## config.mk

```make
export PLATFORM = sky130hd
export DESIGN_NAME = incremental_pi_pwm_duty
export DESIGN_NICKNAME = d
export VERILOG_FILES = /design/src/hdl/ipd_pkg.sv /design/src/hdl/incremental_pi_pwm_duty.sv /design/src/hdl/ipd_ctrl.sv /design/src/hdl/ipd_dp.sv
export SDC_FILE = /design/constraint.sdc
export NUM_CORES = 2
export LEC_CHECK = 0
export ABC_AREA = 0
export BUFFER_PORTS_ARGS = -buffer_cell sky130_fd_sc_hd__buf_4
export CAP_MARGIN = 5
export CORE_UTILIZATION = 55
export DETAILED_ROUTE_END_ITERATION = 16
export PLACE_DENSITY = 0.72
export SLEW_MARGIN = 25
export SYNTH_ARGS = -nofsm -noshare
export SYNTH_HDL_FRONTEND = slang
export SYNTH_SLANG_ARGS = --single-unit
```

## constraint.sdc

```tcl
create_clock -name i_clk -period 13.3 [get_ports i_clk]
set_clock_uncertainty 0.2 [all_clocks]
set_input_delay 1.33 -clock i_clk [delete_from_list [all_inputs] [get_ports i_clk]]
set_output_delay 1.33 -clock i_clk [all_outputs]
set_load 0.005 [all_outputs]
```

## src/hdl/ipd_pkg.sv

```systemverilog
package ipd_pkg;

    // Field widths
    localparam int unsigned SAMPLE_W = 12;
    localparam int unsigned ERR_W    = 13;
    localparam int unsigned GAIN_W   = 32;
    localparam int unsigned EFFORT_W = 31;
    localparam int unsigned PERIOD_W = 16;
    localparam int unsigned DUTY_W   = 16;
    localparam int unsigned CFG_IDX_W  = 3;
    localparam int unsigned CFG_DATA_W = 32;

    // Shared multiplier: 32-bit signed by 17-bit signed
    localparam int unsigned MUL_B_W  = 17;
    localparam int unsigned PROD_W   = GAIN_W + MUL_B_W;
    localparam int unsigned Q_SHIFT  = 30;

    // Register indexes
    localparam logic [CFG_IDX_W-1:0] REG_REFERENCE = 3'd0;
    localparam logic [CFG_IDX_W-1:0] REG_GAIN_CUR  = 3'd1;
    localparam logic [CFG_IDX_W-1:0] REG_GAIN_PREV = 3'd2;
    localparam logic [CFG_IDX_W-1:0] REG_UPPER     = 3'd3;
    localparam logic [CFG_IDX_W-1:0] REG_LOWER     = 3'd4;
    localparam logic [CFG_IDX_W-1:0] REG_PERIOD    = 3'd5;

    // Register reset values
    localparam logic [SAMPLE_W-1:0]        RST_REFERENCE = 12'd2284;
    localparam logic signed [GAIN_W-1:0]   RST_GAIN_CUR  = 32'sd34611;
    localparam logic signed [GAIN_W-1:0]   RST_GAIN_PREV = -32'sd32665;
    localparam logic [EFFORT_W-1:0]        RST_UPPER     = 31'd1020054733;
    localparam logic [EFFORT_W-1:0]        RST_LOWER     = 31'd0;
    localparam logic [PERIOD_W-1:0]        RST_PERIOD    = 16'd1250;

    // Multiplier operand selection
    localparam logic [1:0] MUL_CUR  = 2'd0;
    localparam logic [1:0] MUL_PREV = 2'd1;
    localparam logic [1:0] MUL_PWM  = 2'd2;

    typedef struct packed {
        logic       capture;   // take sample, form error
        logic       mul_en;    // register a product
        logic [1:0] mul_sel;
        logic       acc_load;  // last effort plus present-error product
        logic       clamp;     // add, clamp, update loop state
        logic       load_out;  // fill output register
    } t_cmd;

endpackage

```

## src/hdl/incremental_pi_pwm_duty.sv

```systemverilog
// Channel   Direction  Handshake                 Payload
// in        in         i_in_valid / o_in_stall   i_sample
// out       out        o_out_valid / i_out_stall o_duty_count, o_effort, o_hit_upper,
//                                                o_hit_lower
// cfg       in         i_cfg_valid / o_cfg_ready i_cfg_index, i_cfg_data
//
// Each sample passes from acceptance to the output register through three products
// (present error, previous error, effort times period) in one shared 32x17
// signed multiplier, plus a clamp step and an output load.
// The next sample is taken the cycle after the load.
// The input stalls while an update is in flight; a waiting result holds in the
// output register, and a stall there holds the update at its last step.
// Synchronous active-low reset restores the register defaults and zeroes the loop state.
module incremental_pi_pwm_duty
    import ipd_pkg::*;
(
    input  logic                  i_clk,
    input  logic                  i_rst_n,
    input  logic                  i_in_valid,
    output logic                  o_in_stall,
    input  logic [SAMPLE_W-1:0]   i_sample,
    output logic                  o_out_valid,
    input  logic                  i_out_stall,
    output logic [DUTY_W-1:0]     o_duty_count,
    output logic [EFFORT_W-1:0]   o_effort,
    output logic                  o_hit_upper,
    output logic                  o_hit_lower,
    input  logic                  i_cfg_valid,
    output logic                  o_cfg_ready,
    input  logic [CFG_IDX_W-1:0]  i_cfg_index,
    input  logic [CFG_DATA_W-1:0] i_cfg_data
);

    t_cmd cmd;

    assign o_cfg_ready = 1'b1;

    ipd_ctrl u_ctrl (
        .i_clk       (i_clk),
        .i_rst_n     (i_rst_n),
        .i_in_valid  (i_in_valid),
        .o_in_stall  (o_in_stall),
        .i_out_stall (i_out_stall),
        .o_out_valid (o_out_valid),
        .o_cmd       (cmd)
    );

    ipd_dp u_dp (
        .i_clk        (i_clk),
        .i_rst_n      (i_rst_n),
        .i_cmd        (cmd),
        .i_cfg_we     (i_cfg_valid),
        .i_cfg_index  (i_cfg_index),
        .i_cfg_data   (i_cfg_data),
        .i_sample     (i_sample),
        .o_duty_count (o_duty_count),
        .o_effort     (o_effort),
        .o_hit_upper  (o_hit_upper),
        .o_hit_lower  (o_hit_lower)
    );

endmodule

```

## src/hdl/ipd_ctrl.sv

```systemverilog
module ipd_ctrl
    import ipd_pkg::*;
(
    input  logic i_clk,
    input  logic i_rst_n,
    input  logic i_in_valid,
    output logic o_in_stall,
    input  logic i_out_stall,
    output logic o_out_valid,
    output t_cmd o_cmd
);

    localparam logic [2:0] S_IDLE  = 3'd0;
    localparam logic [2:0] S_MUL0  = 3'd1;
    localparam logic [2:0] S_MUL1  = 3'd2;
    localparam logic [2:0] S_CLAMP = 3'd3;
    localparam logic [2:0] S_MUL2  = 3'd4;
    localparam logic [2:0] S_DONE  = 3'd5;

    logic [2:0] r_state, n_state;
    logic       r_out_valid, n_out_valid;
    logic       out_free;

    assign out_free    = !r_out_valid || !i_out_stall;
    assign o_in_stall  = (r_state != S_IDLE);
    assign o_out_valid = r_out_valid;

    always_comb begin
        n_state = r_state;
        o_cmd   = '0;
        case (r_state)
            S_IDLE: begin
                if (i_in_valid) begin
                    o_cmd.capture = 1'b1;
                    n_state       = S_MUL0;
                end
            end
            S_MUL0: begin
                o_cmd.mul_en  = 1'b1;
                o_cmd.mul_sel = MUL_CUR;
                n_state       = S_MUL1;
            end
            S_MUL1: begin
                o_cmd.mul_en   = 1'b1;
                o_cmd.mul_sel  = MUL_PREV;
                o_cmd.acc_load = 1'b1;
                n_state        = S_CLAMP;
            end
            S_CLAMP: begin
                o_cmd.clamp = 1'b1;
                n_state     = S_MUL2;
            end
            S_MUL2: begin
                o_cmd.mul_en  = 1'b1;
                o_cmd.mul_sel = MUL_PWM;
                n_state       = S_DONE;
            end
            S_DONE: begin
                // hold until the output register can take the transaction
                if (out_free) begin
                    o_cmd.load_out = 1'b1;
                    n_state        = S_IDLE;
                end
            end
            default: begin
                n_state = S_IDLE;
            end
        endcase
    end

    always_comb begin
        n_out_valid = r_out_valid;
        if (o_cmd.load_out) begin
            n_out_valid = 1'b1;
        end else if (r_out_valid && !i_out_stall) begin
            n_out_valid = 1'b0;
        end
    end

    always_ff @(posedge i_clk) begin
        if (!i_rst_n) begin
            r_state     <= S_IDLE;
            r_out_valid <= 1'b0;
        end else begin
            r_state     <= n_state;
            r_out_valid <= n_out_valid;
        end
    end

    a_no_overwrite: assert property (@(posedge i_clk) disable iff (!i_rst_n)
        (r_out_valid && i_out_stall) |-> !o_cmd.load_out)
        else $error("output register overwritten while stalled");

    a_accept_starts: assert property (@(posedge i_clk) disable iff (!i_rst_n)
        (i_in_valid && !o_in_stall) |=> (r_state == S_MUL0))
        else $error("accepted transaction did not start the update");

    a_one_step: assert property (@(posedge i_clk) disable iff (!i_rst_n)
        $onehot0({o_cmd.capture, o_cmd.acc_load, o_cmd.clamp, o_cmd.load_out}))
        else $error("more than one datapath step commanded");

    a_load_then_valid: assert property (@(posedge i_clk) disable iff (!i_rst_n)
        o_cmd.load_out |=> r_out_valid)
        else $error("loaded result not presented");

endmodule

```

## src/hdl/ipd_dp.sv

```systemverilog
module ipd_dp
    import ipd_pkg::*;
(
    input  logic                  i_clk,
    input  logic                  i_rst_n,
    input  t_cmd                  i_cmd,
    input  logic                  i_cfg_we,
    input  logic [CFG_IDX_W-1:0]  i_cfg_index,
    input  logic [CFG_DATA_W-1:0] i_cfg_data,
    input  logic [SAMPLE_W-1:0]   i_sample,
    output logic [DUTY_W-1:0]     o_duty_count,
    output logic [EFFORT_W-1:0]   o_effort,
    output logic                  o_hit_upper,
    output logic                  o_hit_lower
);

    // Configuration registers
    logic [SAMPLE_W-1:0]      r_reference;
    logic signed [GAIN_W-1:0] r_gain_cur;
    logic signed [GAIN_W-1:0] r_gain_prev;
    logic [EFFORT_W-1:0]      r_upper;
    logic [EFFORT_W-1:0]      r_lower;
    logic [PERIOD_W-1:0]      r_period;

    // Loop state
    logic [EFFORT_W-1:0]      r_last_effort, n_last_effort;
    logic signed [ERR_W-1:0]  r_last_error;

    // Working registers
    logic signed [ERR_W-1:0]  r_err, n_err;
    logic signed [PROD_W-1:0] r_prod, n_prod;
    logic signed [PROD_W-1:0] r_acc;
    logic                     r_hit_upper, r_hit_lower;
    logic                     n_hit_upper, n_hit_lower;

    // Output registers
    logic [DUTY_W-1:0]        r_out_duty, n_out_duty;
    logic [EFFORT_W-1:0]      r_out_effort;
    logic                     r_out_upper, r_out_lower;

    logic signed [GAIN_W-1:0]  mul_a;
    logic signed [MUL_B_W-1:0] mul_b;
    logic signed [PROD_W-1:0]  sum, upper_ext, lower_ext, after_upper, clamped;

    assign n_err = $signed({1'b0, r_reference}) - $signed({1'b0, i_sample});

    always_comb begin
        case (i_cmd.mul_sel)
            MUL_CUR: begin
                mul_a = r_gain_cur;
                mul_b = MUL_B_W'(r_err);
            end
            MUL_PREV: begin
                mul_a = r_gain_prev;
                mul_b = MUL_B_W'(r_last_error);
            end
            MUL_PWM: begin
                mul_a = $signed({1'b0, r_last_effort});
                mul_b = $signed({1'b0, r_period});
            end
            default: begin
                mul_a = '0;
                mul_b = '0;
            end
        endcase
    end

    assign n_prod = mul_a * mul_b;

    // Upper clamp first, then lower; lower wins when the limits cross
    assign sum         = r_acc + r_prod;
    assign upper_ext   = $signed({{(PROD_W-EFFORT_W){1'b0}}, r_upper});
    assign lower_ext   = $signed({{(PROD_W-EFFORT_W){1'b0}}, r_lower});
    assign n_hit_upper = (sum > upper_ext);
    assign after_upper = n_hit_upper ? upper_ext : sum;
    assign n_hit_lower = (after_upper < lower_ext);
    assign clamped     = n_hit_lower ? lower_ext : after_upper;
    assign n_last_effort = clamped[EFFORT_W-1:0];

    // Saturate the compare count at 16 bits
    assign n_out_duty = (r_prod[PROD_W-1:Q_SHIFT+DUTY_W] != '0) ? {DUTY_W{1'b1}}
                                                               : r_prod[Q_SHIFT+DUTY_W-1:Q_SHIFT];

    always_ff @(posedge i_clk) begin
        if (!i_rst_n) begin
            r_reference   <= RST_REFERENCE;
            r_gain_cur    <= RST_GAIN_CUR;
            r_gain_prev   <= RST_GAIN_PREV;
            r_upper       <= RST_UPPER;
            r_lower       <= RST_LOWER;
            r_period      <= RST_PERIOD;
            r_last_effort <= '0;
            r_last_error  <= '0;
        end else begin
            if (i_cfg_we) begin
                case (i_cfg_index)
                    REG_REFERENCE: r_reference <= i_cfg_data[SAMPLE_W-1:0];
                    REG_GAIN_CUR:  r_gain_cur  <= $signed(i_cfg_data);
                    REG_GAIN_PREV: r_gain_prev <= $signed(i_cfg_data);
                    REG_UPPER:     r_upper     <= i_cfg_data[EFFORT_W-1:0];
                    REG_LOWER:     r_lower     <= i_cfg_data[EFFORT_W-1:0];
                    REG_PERIOD:    r_period    <= i_cfg_data[PERIOD_W-1:0];
                    default: begin
                        // drop writes beyond the register list
                    end
                endcase
            end
            if (i_cmd.clamp) begin
                r_last_effort <= n_last_effort;
                r_last_error  <= r_err;
            end
        end
    end

    always_ff @(posedge i_clk) begin
        if (i_cmd.capture) begin
            r_err <= n_err;
        end
        if (i_cmd.mul_en) begin
            r_prod <= n_prod;
        end
        if (i_cmd.acc_load) begin
            r_acc <= $signed({{(PROD_W-EFFORT_W){1'b0}}, r_last_effort}) + r_prod;
        end
        if (i_cmd.clamp) begin
            r_hit_upper <= n_hit_upper;
            r_hit_lower <= n_hit_lower;
        end
        if (i_cmd.load_out) begin
            r_out_duty   <= n_out_duty;
            r_out_effort <= r_last_effort;
            r_out_upper  <= r_hit_upper;
            r_out_lower  <= r_hit_lower;
        end
    end

    assign o_duty_count = r_out_duty;
    assign o_effort     = r_out_effort;
    assign o_hit_upper  = r_out_upper;
    assign o_hit_lower  = r_out_lower;

    a_effort_in_limits: assert property (@(posedge i_clk) disable iff (!i_rst_n)
        (i_cmd.clamp && !n_hit_lower) |-> (n_last_effort <= r_upper))
        else $error("clamped effort above upper limit");

    a_error_follows: assert property (@(posedge i_clk) disable iff (!i_rst_n)
        i_cmd.clamp |=> (r_last_error == $past(r_err)))
        else $error("previous error not updated");

    a_lower_flag: assert property (@(posedge i_clk) disable iff (!i_rst_n)
        (i_cmd.clamp && n_hit_lower) |=> (r_last_effort == r_lower))
        else $error("lower clamp not applied");

endmodule
```

==> qor.csv <==
stage;metric;value;unit
status;run status;finished clean;
setup_path;crit path capture type;register;
detailed_routing;initial drt markers;3324;
synthesis;synthesized instance count;4344;
cts;CTS clock-pin slew for the worst setup and hold paths;60;ps
floorplanning;effective utilization at floorplan;56.0;%
global_routing;maximum number of pins on one net before global-route repair;132;
floorplanning;Std-Cell Rows;96;
layout;top library cells by usage in the layout, fill and taps aside;sky130_fd_sc_hd__nand2_1, sky130_fd_sc_hd__inv_1, sky130_fd_sc_hd__fa_1;
global_routing;number of antenna violations at the first check in global routing;2;
min_path;destination of the worst hold path;u_dp.r_gain_cur[21];
min_path;Cells on Worst Hold Path;2;
detailed_routing;detailed-route via count;31600;
setup_path;most used cell along the critical path;sky130_fd_sc_hd__fa_1;
min_path;Min-Delay Startpoint;u_dp.r_gain_cur[21];
floorplanning;Die X;267;um
detailed_routing;Routed met1 length;46.8;mm
sta;minimum clock period after layout;10240;ps
synthesis;Mean Syn Cell Area;8.90;um^2
detailed_routing;DR WL met3;15.6;mm
layout;fillcell total;6001;
cts;CTS H-Tree Depth;2;
detailed_routing;wire length on met2;49.4;mm
cts;post-cts repair resize count;0;
sta;Max-slew headroom;33.3;%
synthesis;synthesized area;38700;um^2
sta;setup repair after global routing missed its margin;no;
global_routing;wire length of the first global-routing pass;183;mm
setup_path;Slowest Stage Delay on Critical Path;690;ps
layout;post-synthesis to final-layout area growth;7.95;%
global_routing;total routing usage reported by global routing;33.8;%
place;number of I/O port buffers;102;
sta;hold violation total from the final report;0;
cts;Num Clock Sinks;364;
place;placement-stage worst setup slack;2800;ps
setup_path;critical path data required time;13420;ps
synthesis;count of flip-flops with a built-in enable after synthesis;162;
synthesis;main area contributors after synthesis;sky130_fd_sc_hd__fa_1, sky130_fd_sc_hd__edfxtp_1, sky130_fd_sc_hd__dfxtp_1, sky130_fd_sc_hd__ha_1, sky130_fd_sc_hd__nand2_1;
cts;number of hold buffers added after cts;0;
setup_path;r2r worst-path depth;31;
setup_path;critical path class;reg2reg;
layout;share of layout cells above drive strength 1;6.89;%
min_path;class of the tightest hold or removal check;reg2reg;
setup_path;startpoint of the most critical setup path;u_ctrl.r_state[1];
cts;number of buffers inserted during clock tree synthesis;40;
cts;buffer cell driving the clock tree root;sky130_fd_sc_hd__clkbuf_16;
detailed_routing;top routing layer used;met4;
synthesis;count of distinct cell types in the synthesized netlist;76;
cts;source-to-sink clock delay at the later pin of the worst-skew pair;600;ps
synthesis;Yosys reg bits;364;
sta;setup slack of the critical path after layout;3060;ps
setup_path;endpoint arrival time on the critical path;10360;ps
sta;final slew viol count;0;
cts;total setup buffers inserted after CTS;0;
sta;Least-Margin Pin Slew;998;ps
setup_path;startpoint class of the critical path;register;
floorplanning;die footprint;71400;um^2
setup_path;worst-path cell with the longest stage delay;sky130_fd_sc_hd__a21oi_4;
setup_path;destination of the worst register-to-register timing path;u_dp.r_prod[47];
detailed_routing;antenna viol nets, final;0;
sta;highest achievable clock rate;97.7;MHz
detailed_routing;vias per cell;5.94;
setup_path;largest driver fanout on the critical path;131;
detailed_routing;Final Routed Wirelength;118;mm
synthesis;YS warnings;0;
global_routing;GR Overflow Total;0;
detailed_routing;first-pass iteration count of the detailed router;7;
cts;CTS tree;built;
floorplanning;number of placed I/O pins;104;
sta;Setup Total Neg Slack;0;ps
place;total half-perimeter wirelength after legalization and detailed placement;91.8;mm
cts;maximum clock insertion buffer count;3;
place;placer's final routability congestion estimate;1.00;
layout;total number of nets in the final design;5196;
setup_path;Reg2Reg Setup Slack;3060;ps
detailed_routing;residual DRC count;0;
sta;setup violators final;0;
synthesis;sequential-to-total area share from yosys stat;23.0;%
synthesis;Net Count, Synth;5187;
synthesis;most frequently used flop master after synthesis;sky130_fd_sc_hd__dfxtp_1;
detailed_routing;Routed WL per cell;22.2;um
flow_run;count of max-cap constraint violations;0;
floorplanning;standard cell core area;69100;um^2
setup_path;Crit Reg-Reg Startpoint;u_ctrl.r_state[1];
synthesis;post-synth top area share;27.1;%
global_routing;via count of the first global-routing pass;31600;
synthesis;share of synthesized registers carrying an async set or reset;0;%
floorplanning;Die H;267;um
layout;most frequent standard cell in the layout excluding fill and tap cells;sky130_fd_sc_hd__nand2_1;
synthesis;library cell occupying the most area in the post-synthesis netlist;sky130_fd_sc_hd__fa_1;
sta;post-route fraction of the period consumed by the critical path;77.0;%
-- cell type report --
cell class                 instances  area (um^2)  area share, %
clock inverter                    20          211          0.507
sequential                       364         8910           21.3
timing repair buffer             167         1270           3.04
antenna                            1         2.50        0.00599
inverter                         675         2530           6.07
clock buffer                      54         1100           2.65
tap                              931         1160           2.79
multi-input combinational       3105        26600           63.6
-- flip-flops by register name (all words and copies together), names as in the netlist, 13 cells and up --
signal	flops
u_dp.r_acc	49
u_dp.r_prod	49
u_dp.r_gain_cur	32
u_dp.r_gain_prev	32
u_dp.o_effort	31
u_dp.r_last_effort	31
u_dp.r_lower	31
u_dp.r_upper	31
u_dp.o_duty_count	16
u_dp.r_period	16
u_dp.r_err	13
u_dp.r_last_error	13
-- Yosys cell counts, drive strengths merged (15+ instances only) --
cell type	instances
nor2	352
fa	524
a211oi	16
o211ai	37
clkbuf	182
nor3	21
inv	675
and3	18
a31oi	15
or3b	27
edfxtp	162
nand2b	45
o21a	19
nand2	719
nand4	57
xnor2	89
nand3	126
o21bai	20
dfxtp	202
buf	18
a21o	73
ha	267
mux2	30
a21oi	251
o21ai	86
nor2b	18
and2	57
xor2	49
a221oi	40
a221o	38
-- logic make-up after synthesis --
group	Yosys count	synth area share, %
mux	39	1.39
xor+xnor	138	3.13
flops	364	23.0
fa+ha+maj	791	35.8
simple gates	1475	16.7
compound gates	661	11.3
other cells	1	0.00970
buf+inv	875	8.65
-- metrics by stage --
step	instance area (um^2)	hold WS (ps)	utilization, %	std cells
2_1_floorplan	38700	200	-	4344
3_3_place_gp	40400	234	58.5	5241
3_5_place_dp	40400	232	58.5	5242
4_1_cts	41700	250	60.4	5316
5_1_grt	41700	263	60.4	5317
6_report	41700	249	60.4	5317
-- worst max-delay path, delay by kind of cell (launching register included) --
family                   cells  cell delay (ps)
flip-flops                   1              460
adder cells (fa/ha/maj)      7             3240
AO/OA/AOI/OAI               14             3560
XOR/XNOR                     1              160
buffers and inverters        6             1620
AND/OR/NAND/NOR              3              680
-- metal layers --
metal  track usage (%)  up-vias
met1              45.5    15300
met5                 0        -
li1                  -    14100
met3              10.5      335
met2              49.8     1809
met4              15.4        0
-- worst max-delay path by stage --
stage / end / slack (ps) / depth (start not counted)
final: u_dp.r_prod[47] / 3060 / 31
after global routing: u_dp.r_prod[47] / 2370 / 31
after global placement: u_dp.r_prod[47] / 2960 / 31
after detailed placement: u_dp.r_prod[47] / 2800 / 31
after CTS: u_dp.r_prod[47] / 2800 / 31
after floorplan: u_dp.r_prod[47] / 3170 / 31
Power is left out: the tool's default activity adds up to more than one toggle a clock period on the data nets, which glitch-free logic cannot reach.
